$ cat src/rtl/core/dcf_pkg.sv
// Shared types and constants for the delimited command framer.
package dcf_pkg;

   localparam int PAYLOAD_DEPTH = 10;
   localparam int CNT_W = $clog2(PAYLOAD_DEPTH + 1);
   localparam int IDX_W = (PAYLOAD_DEPTH > 1) ? $clog2(PAYLOAD_DEPTH) : 1;

   localparam int QUEUE_DEPTH = 2;
   localparam int QPTR_W = $clog2(QUEUE_DEPTH);

   localparam logic       REG_START_BYTE = 1'b0;
   localparam logic       REG_END_BYTE   = 1'b1;
   localparam logic [7:0] START_RESET    = 8'h3C;
   localparam logic [7:0] END_RESET      = 8'h3E;

   localparam logic [7:0] CHAR_A = 8'h61;
   localparam logic [7:0] CHAR_B = 8'h62;
   localparam logic [7:0] CHAR_C = 8'h63;
   localparam logic [1:0] LED_A  = 2'd0;
   localparam logic [1:0] LED_B  = 2'd1;
   localparam logic [1:0] LED_C  = 2'd2;

   localparam logic CMD_STORE = 1'b0;
   localparam logic CMD_EMIT  = 1'b1;

   // count holds the store index for CMD_STORE, the run length for CMD_EMIT
   typedef struct packed {
      logic             kind;
      logic [7:0]       data;
      logic [CNT_W-1:0] count;
   } cmd_type;

   typedef struct packed {
      logic [7:0] payload_byte;
      logic       byte_valid;
      logic       last;
      logic       command_ok;
      logic [1:0] led_index;
   } rsp_type;

endpackage

$ cat src/rtl/core/dcf_front.sv
// Front end: delimiter classification, frame tracking and command issue.
module dcf_front (
   input  logic            clock,
   input  logic            reset,
   input  logic            csr_we,
   input  logic            csr_index,
   input  logic [7:0]      csr_wdata,
   input  logic            in_accept,
   input  logic [7:0]      in_byte,
   output logic            cmd_push,
   output dcf_pkg::cmd_type cmd
);
   import dcf_pkg::*;

   logic [7:0]       start_byte_ff, start_byte_in;
   logic [7:0]       end_byte_ff, end_byte_in;
   logic [CNT_W-1:0] fill_ff, fill_in;
   logic             open_ff, open_in;
   logic             has_room;

   assign has_room = fill_ff < CNT_W'(PAYLOAD_DEPTH);

   always_comb begin
      start_byte_in = start_byte_ff;
      end_byte_in   = end_byte_ff;
      if (csr_we) begin
         case (csr_index)
            REG_START_BYTE: start_byte_in = csr_wdata;
            REG_END_BYTE:   end_byte_in   = csr_wdata;
            default: ;
         endcase
      end
   end

   always_comb begin
      fill_in   = fill_ff;
      open_in   = open_ff;
      cmd_push  = 1'b0;
      cmd.kind  = CMD_STORE;
      cmd.data  = in_byte;
      cmd.count = fill_ff;
      if (in_accept) begin
         if (in_byte == start_byte_ff) begin
            fill_in = '0;
            open_in = 1'b1;
         end else if (in_byte == end_byte_ff) begin
            if (open_ff) begin
               cmd_push = 1'b1;
               cmd.kind = CMD_EMIT;
               fill_in  = '0;
               open_in  = 1'b0;
            end
         end else if (has_room) begin
            cmd_push = 1'b1;
            fill_in  = fill_ff + 1'b1;
         end else begin
            open_in = 1'b0;
         end
      end
   end

   always_ff @(posedge clock) begin
      if (reset) begin
         start_byte_ff <= START_RESET;
         end_byte_ff   <= END_RESET;
         fill_ff       <= '0;
         open_ff       <= 1'b0;
      end else begin
         start_byte_ff <= start_byte_in;
         end_byte_ff   <= end_byte_in;
         fill_ff       <= fill_in;
         open_ff       <= open_in;
      end
   end

   a_fill_bound: assert property (@(posedge clock) disable iff (reset)
      fill_ff <= CNT_W'(PAYLOAD_DEPTH))
      else $error("fill index beyond store depth");

   a_full_closes: assert property (@(posedge clock) disable iff (reset)
      in_accept && !has_room && in_byte != start_byte_ff && in_byte != end_byte_ff
      |=> !open_ff)
      else $error("overflow byte left frame open");

   a_emit_clears: assert property (@(posedge clock) disable iff (reset)
      cmd_push && cmd.kind == CMD_EMIT |=> fill_ff == '0 && !open_ff)
      else $error("emit did not reset frame");

endmodule

$ cat src/rtl/core/dcf_cmd_queue.sv
// Short command queue between front end and back end.
module dcf_cmd_queue (
   input  logic             clock,
   input  logic             reset,
   input  logic             push,
   input  dcf_pkg::cmd_type push_cmd,
   output logic             full,
   input  logic             pop,
   output logic             valid,
   output dcf_pkg::cmd_type head
);
   import dcf_pkg::*;

   cmd_type           slot_ff [QUEUE_DEPTH];
   logic [QPTR_W-1:0] wr_ff, wr_in;
   logic [QPTR_W-1:0] rd_ff, rd_in;
   logic [QPTR_W:0]   cnt_ff, cnt_in;
   logic              do_push, do_pop;

   assign full    = cnt_ff == (QPTR_W + 1)'(QUEUE_DEPTH);
   assign valid   = cnt_ff != '0;
   assign head    = slot_ff[rd_ff];
   assign do_push = push && !full;
   assign do_pop  = pop && valid;

   always_comb begin
      wr_in  = do_push ? wr_ff + 1'b1 : wr_ff;
      rd_in  = do_pop ? rd_ff + 1'b1 : rd_ff;
      cnt_in = cnt_ff + (QPTR_W + 1)'(do_push) - (QPTR_W + 1)'(do_pop);
   end

   always_ff @(posedge clock) begin
      if (do_push) begin
         slot_ff[wr_ff] <= push_cmd;
      end
   end

   always_ff @(posedge clock) begin
      if (reset) begin
         wr_ff  <= '0;
         rd_ff  <= '0;
         cnt_ff <= '0;
      end else begin
         wr_ff  <= wr_in;
         rd_ff  <= rd_in;
         cnt_ff <= cnt_in;
      end
   end

   a_no_overrun: assert property (@(posedge clock) disable iff (reset)
      !(push && full))
      else $error("command pushed into full queue");

   a_cnt_bound: assert property (@(posedge clock) disable iff (reset)
      cnt_ff <= (QPTR_W + 1)'(QUEUE_DEPTH))
      else $error("queue count out of range");

   a_ptr_track: assert property (@(posedge clock) disable iff (reset)
      (cnt_ff == '0 || full) |-> wr_ff == rd_ff)
      else $error("queue pointers out of step");

endmodule

$ cat src/rtl/core/dcf_back.sv
// Back end: payload store, command decode and run emission.
module dcf_back (
   input  logic             clock,
   input  logic             reset,
   input  logic             cmd_valid,
   input  dcf_pkg::cmd_type cmd,
   output logic             cmd_pop,
   output logic             rsp_valid,
   output dcf_pkg::rsp_type rsp,
   input  logic             rsp_pop
);
   import dcf_pkg::*;

   logic [7:0]       store_ff [PAYLOAD_DEPTH];
   logic             ok_ff, ok_in;
   logic [1:0]       led_ff, led_in;
   logic             busy_ff, busy_in;
   logic [CNT_W-1:0] len_ff, len_in;
   logic [IDX_W-1:0] pos_ff, pos_in;
   logic             rsp_valid_ff, rsp_valid_in;
   rsp_type          rsp_ff, rsp_in;
   logic             out_load;
   logic             run_end;
   logic             store_we;
   logic [IDX_W-1:0] store_idx;

   assign cmd_pop   = !busy_ff && cmd_valid;
   assign out_load  = busy_ff && (!rsp_valid_ff || rsp_pop);
   assign run_end   = (len_ff == '0) || (CNT_W'(pos_ff) + 1'b1 == len_ff);
   assign store_we  = cmd_pop && cmd.kind == CMD_STORE;
   assign store_idx = cmd.count[IDX_W-1:0];

   always_comb begin
      ok_in  = ok_ff;
      led_in = led_ff;
      if (store_we && cmd.count == '0) begin
         case (cmd.data)
            CHAR_A: begin ok_in = 1'b1; led_in = LED_A; end
            CHAR_B: begin ok_in = 1'b1; led_in = LED_B; end
            CHAR_C: begin ok_in = 1'b1; led_in = LED_C; end
            default: begin ok_in = 1'b0; led_in = LED_A; end
         endcase
      end
   end

   always_comb begin
      busy_in      = busy_ff;
      len_in       = len_ff;
      pos_in       = pos_ff;
      rsp_valid_in = rsp_valid_ff && !rsp_pop;
      rsp_in       = rsp_ff;
      if (cmd_pop && cmd.kind == CMD_EMIT) begin
         busy_in = 1'b1;
         len_in  = cmd.count;
         pos_in  = '0;
      end
      if (out_load) begin
         rsp_valid_in      = 1'b1;
         rsp_in.byte_valid = len_ff != '0;
         rsp_in.payload_byte = (len_ff != '0) ? store_ff[pos_ff] : 8'h00;
         rsp_in.last       = run_end;
         rsp_in.command_ok = (len_ff != '0) && ok_ff;
         rsp_in.led_index  = ((len_ff != '0) && ok_ff) ? led_ff : LED_A;
         pos_in            = pos_ff + 1'b1;
         if (run_end) begin
            busy_in = 1'b0;
         end
      end
   end

   always_ff @(posedge clock) begin
      if (store_we) begin
         store_ff[store_idx] <= cmd.data;
      end
      ok_ff  <= ok_in;
      led_ff <= led_in;
      len_ff <= len_in;
      pos_ff <= pos_in;
      rsp_ff <= rsp_in;
   end

   always_ff @(posedge clock) begin
      if (reset) begin
         busy_ff      <= 1'b0;
         rsp_valid_ff <= 1'b0;
      end else begin
         busy_ff      <= busy_in;
         rsp_valid_ff <= rsp_valid_in;
      end
   end

   assign rsp_valid = rsp_valid_ff;
   assign rsp       = rsp_ff;

   a_len_bound: assert property (@(posedge clock) disable iff (reset)
      busy_ff |-> len_ff <= CNT_W'(PAYLOAD_DEPTH))
      else $error("run length beyond store depth");

   a_store_idx: assert property (@(posedge clock) disable iff (reset)
      store_we |-> cmd.count < CNT_W'(PAYLOAD_DEPTH))
      else $error("store index beyond depth");

   a_run_pos: assert property (@(posedge clock) disable iff (reset)
      busy_ff && len_ff != '0 |-> CNT_W'(pos_ff) < len_ff)
      else $error("run position past run length");

   a_no_pop_busy: assert property (@(posedge clock) disable iff (reset)
      busy_ff |-> !cmd_pop)
      else $error("command taken during a run");

endmodule

$ cat src/rtl/core/delimited_command_framer.sv
// Top level of the delimited command framer.
//
//   channel   direction  handshake          fields
//   req       in         req_push/req_full  req_rx_byte
//   rsp       out        rsp_pop/rsp_empty  rsp_payload_byte, rsp_byte_valid, rsp_last,
//                                           rsp_command_ok, rsp_led_index
//   csr       in         csr_we             csr_index, csr_wdata
//
// One request a cycle is taken while the command queue has room; a stored byte
// goes through the queue to the back end, a start byte or a dropped byte issues no
// command. An end byte leaves the queue as an emit command, then drains the frame
// one result a cycle from the payload store while rsp is not held; an empty frame
// still yields one result. Reset is synchronous; the payload store needs no clearing.
// A held rsp stalls the back end, the queue then fills and req_full rises.
module delimited_command_framer (
   input  logic       clock,
   input  logic       reset,
   input  logic       req_push,
   output logic       req_full,
   input  logic [7:0] req_rx_byte,
   output logic       rsp_empty,
   input  logic       rsp_pop,
   output logic [7:0] rsp_payload_byte,
   output logic       rsp_byte_valid,
   output logic       rsp_last,
   output logic       rsp_command_ok,
   output logic [1:0] rsp_led_index,
   input  logic       csr_we,
   input  logic       csr_index,
   input  logic [7:0] csr_wdata
);
   import dcf_pkg::*;

   logic    in_accept;
   logic    cmd_push;
   cmd_type cmd_in;
   logic    q_valid;
   logic    q_pop;
   cmd_type q_head;
   logic    rsp_valid;
   rsp_type rsp;

   assign in_accept = req_push && !req_full;

   dcf_front u_front (
      .clock     (clock),
      .reset     (reset),
      .csr_we    (csr_we),
      .csr_index (csr_index),
      .csr_wdata (csr_wdata),
      .in_accept (in_accept),
      .in_byte   (req_rx_byte),
      .cmd_push  (cmd_push),
      .cmd       (cmd_in)
   );

   dcf_cmd_queue u_queue (
      .clock    (clock),
      .reset    (reset),
      .push     (cmd_push),
      .push_cmd (cmd_in),
      .full     (req_full),
      .pop      (q_pop),
      .valid    (q_valid),
      .head     (q_head)
   );

   dcf_back u_back (
      .clock     (clock),
      .reset     (reset),
      .cmd_valid (q_valid),
      .cmd       (q_head),
      .cmd_pop   (q_pop),
      .rsp_valid (rsp_valid),
      .rsp       (rsp),
      .rsp_pop   (rsp_pop)
   );

   assign rsp_empty        = !rsp_valid;
   assign rsp_payload_byte = rsp.payload_byte;
   assign rsp_byte_valid   = rsp.byte_valid;
   assign rsp_last         = rsp.last;
   assign rsp_command_ok   = rsp.command_ok;
   assign rsp_led_index    = rsp.led_index;

endmodule
$ cat config.mk
export PLATFORM = sky130hd
export DESIGN_NAME = delimited_command_framer
export DESIGN_NICKNAME = d
export VERILOG_FILES = /design/src/rtl/core/dcf_pkg.sv /design/src/rtl/core/dcf_front.sv /design/src/rtl/core/dcf_cmd_queue.sv /design/src/rtl/core/dcf_back.sv /design/src/rtl/core/delimited_command_framer.sv
export SDC_FILE = /design/constraint.sdc
export NUM_CORES = 1
export LEC_CHECK = 0
export ABC_AREA = 0
export BUFFER_PORTS_ARGS = -buffer_cell sky130_fd_sc_hd__buf_2
export CORE_UTILIZATION = 31
export CTS_CLUSTER_DIAMETER = 60
export DETAILED_ROUTE_END_ITERATION = 7
export PLACE_DENSITY_LB_ADDON = 0.15
export SYNTH_ARGS = -nofsm -noshare
export SYNTH_HDL_FRONTEND = slang
export SYNTH_SLANG_ARGS = --single-unit
export TNS_END_PERCENT = 20
$ cat constraint.sdc
create_clock -name clock -period 2.4 [get_ports clock]
set_input_delay 0.48 -clock clock [delete_from_list [all_inputs] [get_ports clock]]
set_output_delay 0.48 -clock clock [all_outputs]
set_load 0.03 [all_outputs]
== Yosys cells after proc, flatten, opt, wreduce, memory -nomap -nowiden ==
Memory sizes are Yosys's and may differ from the RTL's. A register that Yosys moved wholly into a read port is not among the register bits.
Cells that the tools add are included.

* Register bits after elaboration: 43
* RAM bits: 106
* Input bits: 22
* Output and inout port bits: 15
* Logic and storage cells: 94
* Memories: 2

* $add $sub $neg: 6
* Order comparisons: 1
* Eq/ne operators: 9
* Muxes and demuxes: 29
* Bitwise gates (word level): 2
* Reduce and logical (&&, ||, !) cells: 28

{| class="wikitable"
|+ Memories
! memory !! depth !! bits a word !! rd ports !! clocked after Yosys merged registers in !! write ports !! line !! RTL
|-
| u_back.store_ff || 10 || 8 || 1 || 1 || 1 || dcf_back.sv:14 || <nowiki>logic [7:0] store_ff [PAYLOAD_DEPTH];</nowiki>
|-
| u_queue.slot_ff || 2 || 13 || 1 || 1 || 1 || dcf_cmd_queue.sv:14 || <nowiki>cmd_type slot_ff [QUEUE_DEPTH];</nowiki>
|}

{| class="wikitable"
|+ Operators with widths
! kind !! count
|-
| 8-bit by 7-bit == test with 1-bit output (second input constant) || 3
|-
| 4-bit 2-to-1 mux || 6
|-
| 1-bit 2-to-1 mux || 22
|-
| 8-bit == test || 2
|-
| 1-bit logical AND || 10
|-
| 4-bit by 1-bit adder with 4-bit output (second input constant) || 2
|-
| 4-bit logical NOT || 2
|-
| 2-bit AND reduction || 3
|-
| 1-bit logical NOT || 5
|-
| 4-bit == test || 1
|-
| 4-bit less-than comparator (second input constant) || 1
|-
| 2-bit case mux with 2 select lines || 1
|-
| 2-bit nonzero test || 2
|-
| 4-bit nonzero test || 1
|-
| 3-bit by 1-bit != test with 1-bit output (second input constant) || 1
|-
| 3-bit != test (second input constant) || 1
|-
| 3-bit AND reduction || 1
|-
| 3-bit nonzero test || 1
|-
| 3-bit OR reduction || 1
|-
| 1-bit adder (second input constant) || 2
|-
| 2-bit by 1-bit adder with 2-bit output || 1
|-
| 2-bit == test (second input constant) || 1
|-
| 1-bit logical OR || 2
|-
| 1-bit inverter || 2
|-
| 2-bit by 1-bit subtractor with 2-bit output || 1
|}

== Logic depth before layout (Yosys ltp) ==
* Depth after elaboration: 8
* Gate-level depth with buffers: 9

== Modules after synthesis ==
A second synthesis with hierarchy kept.

* Cells, all modules: 457
* Area, all modules: 6558.8 um^2

{| class="wikitable"
|+ By module, submodules not included
! module !! instances !! cells an instance !! area an instance (um^2) !! seq. area each (um^2)
|-
| dcf_back || 1 || 258 || 4246.6 || 3163.0
|-
| dcf_cmd_queue || 1 || 67 || 1169.9 || 880.8
|-
| dcf_front || 1 || 130 || 1124.8 || 420.4
|-
| delimited_command_framer || 1 || 2 || 17.5 || 0.0
|}

== Least setup slack after synthesis ==
OpenSTA, ideal clock, no wires.

* Path kind: reg2reg
* Start point: register with a tool-made name
* End point: register u_back.led_ff[0] (enable)
* Library setup time: 0.378 ns
* Data arrival time: 1.763 ns
* Slack: 0.259 ns
* Cell stages (with the launch flop): 6
* Buffers on the path: 1
* Period minus slack after synthesis: 2.141 ns
* Path through: dfxtp_1 -> buf_6 -> mux2_2 -> nor3b_1 -> nand2_1 -> nor2_1

{| class="wikitable"
|+ RTL lines
! item !! line !! RTL
|-
| end signal, assigned || dcf_back.sv:76 || <nowiki>led_ff <= led_in;</nowiki>
|-
| end, declared || dcf_back.sv:16 || <nowiki>logic [1:0] led_ff, led_in;</nowiki>
|}

==> metrics.txt <==
status=completed; Period minus WS final=2040 ps; Crit Path Max Fanout=21; clock transition at the registers of the reported paths=~60 ps; Worst Path Arrival=around 2200 ps; Syn Inst Count=slightly above 400; CTS resizes=0; Seq/Total Area, Yosys=0.693; Synth cell types=43; most common cell after layout, fill and taps aside=edfxtp_1; GPL Wtd Cong=between 0.7 and 0.8; Most Crowded Layer GR=met2; grt ovf=0; Hold Violations, Final=0; Leak=roughly 2.7 nW; Core ar.=between 20000 and 25000 um^2; post-DR wirelength/cell=about 16 um; Mapped Area=roughly 6400 um^2; number of flops mapped to enable cells by yosys=130; CP Launch Type=flop; Via density=~4.6; clock root cell=clkbuf_16; Area growth syn-to-layout=19.2%; Final Util=0.379; setup TNS=0 ps; power density over cell area=approximately 1100 nW/um^2; post-route ant nets=0; Rel. slew slack=0.587; Die Y=around 150 um; Max VDD drop=between 0.5 and 0.6 mV; Total Wirelength=approximately 12000 um; GR Layer Usage met2=0.205; Detailed Place HPWL=around 8600 um; full die area=about 21000 um^2; Yosys reg bits=between 150 and 200; commonest non-fill, non-tap cells in the layout=130 x edfxtp_1, 36 x buf_2, 29 x nor2_1; initial antenna violation count=0; n_diodes=0; DR pass1 iterations=4; post-CTS setup buffer count=0; final number of setup-violating endpoints=0; Crit. End Element=flop; num ports=37; met1 Use GR=0.154; final layout net count=between 400 and 500; total CTS buffers=17; Port Buffers=36; Req. time, crit path=2560 ps; clk sinks=between 150 and 200; Mapped Avg Cell Area=roughly 16 um^2; vias in the first global route=3487; via count=~3400; Synth Flop Type=edfxtp_1; Slew Viols, Final=0; Slew @ Worst Pin=613 ps; Post-Synthesis Net Count=between 400 and 500; first-pass GRT wire length=19600 um; Ys Warns=0; RSZ-0062 raised after global routing=false; Final Skew=7.86 ps; number of DRC markers after the initial detailed-route iteration=179; DRC Markers=0; initial core utilization=0.318; share of cells above drive strength 1=0.230; hold_buf cts=0; Chip Width=approximately 150 um; async set-or-reset flop fraction in the synthesized netlist=0; TritonCTS clock tree=yes; GRT Total Usage=0.126; H-tree Lvls=4; met3 usage=0.0400; Hold Crit Class=input pin to flop; pin count of the biggest net entering global routing=22; Max Cap Viol=0; CP Class=flop to flop; clk_lat worst skew=420 ps; number of cell rows=52; clk buf depth=2; maximum clock frequency=about 490 MHz; Final Cycle Share=0.851
[sequential cells by signal (all words and copies together), names as in the netlist, named ones only]
signal,count
u_front.end_byte_ff,8
u_back.led_ff,2
u_back.rsp,13
u_queue.slot_ff,26
u_front.open_ff,1
u_back.busy_ff,1
u_queue.cnt_ff,2
u_back.pos_ff,4
u_queue.rd_ff,1
u_back.ok_ff,1
u_queue.wr_ff,1
u_front.start_byte_ff,8
u_front.fill_ff,4
u_back.len_ff,4
u_back.store_ff,80
u_back.rsp_valid,1
[report_power, final]
group | switching (W) | total (W) | internal [W]
Sequential | 0.000123 | 0.00363 | 0.00351
Combinational | 0.00121 | 0.00199 | 0.000775
Clock | 0.00104 | 0.00308 | 0.00204
Total | 0.00237 | 0.00870 | 0.00633
[logic make-up (layout without fill, tap and decap cells)]
logic type,Yosys count,count (layout),synth area share
DFF,158,158,0.693
and+or+nand+nor,104,104,0.0815
muxes,47,47,0.109
AOI/OAI and AO/OA,40,40,0.0460
buffers and inverters,31,104,0.0279
xor gates and xnor gates,25,25,0.0351
adders and majority gates,4,4,0.00776
[path summary, 6_finish.rpt]
| kind | startpoint | to | slack [ps] | cells after the start |
|---|---|---|---|---|
| min reg2reg | u_front.end_byte_ff[7] | u_front.end_byte_ff[7] | 470 | 2 |
| min | csr_wdata[5] | u_front.start_byte_ff[5] | 290 | 3 |
| max reg2reg | u_back.pos_ff[0] | u_back.rsp[12] | 360 | 5 |
| max | u_back.pos_ff[0] | u_back.rsp[12] | 360 | 5 |
[stage by stage]
step | cell area (um^2) | hold WS [ps] | setup WS, ps | cells | power, W
2_1_floorplan | 6450 | 449 | 259 | 409 | 0.00517
3_3_place_gp | 7010 | 469 | 323 | 720 | 0.00570
3_5_place_dp | 7010 | 461 | 273 | 720 | 0.00572
4_1_cts | 7690 | 266 | 334 | 752 | 0.00882
5_1_grt | 7690 | 289 | 221 | 752 | 0.00911
6_report | 7690 | 290 | 357 | 752 | 0.00870
[critical path, stage by stage (launching register included)]
cell and delay [ps]:
edfxtp_1 370, buf_12 210, mux4_1 610, nor2b_1 150
a211oi_1 310, a211oi_1 100
[area by class of cell]
cell class	count	area [um^2]
clock buffers	19	433
clock inverters	13	243
fillers	1949	12600
inverters	15	56.3
multi-input cells	220	1800
flip-flops and latches	158	4460
well taps	270	338
repair buffers	57	350
[routing by layer]
metal	part of all wire	routed length [um]	vias to the layer above
met5	0	0	-
met4	0.016	202	0
met3	0.036	439	14
met2	0.48	5930	61
met1	0.47	5790	1695
li1	-	-	1674
[cells in the mapped netlist (2+ instances only)]
master,number,share of area
a211oi_1,17,0.020
a21o_1,2,0.0023
a21oi_1,7,0.0054
and2_1,2,0.0019
and3_1,5,0.0049
and4_1,2,0.0027
buf_2,2,0.0016
buf_6,4,0.0070
clkbuf_1,6,0.0035
dfxtp_1,28,0.087
edfxtp_1,130,0.61
ha_1,4,0.0078
inv_1,15,0.0087
mux2_2,10,0.017
mux2i_1,20,0.031
mux4_1,5,0.020
mux4_2,11,0.038
nand2_1,21,0.012
nand2b_1,4,0.0039
nand3_1,16,0.012
nand4_1,6,0.0058
nor2_1,29,0.017
nor2b_1,13,0.013
nor3_1,3,0.0023
o21a_1,3,0.0035
o21ai_0,5,0.0039
xnor2_1,22,0.030
xor2_1,2,0.0027
Power figures use the tool's default switching activity.
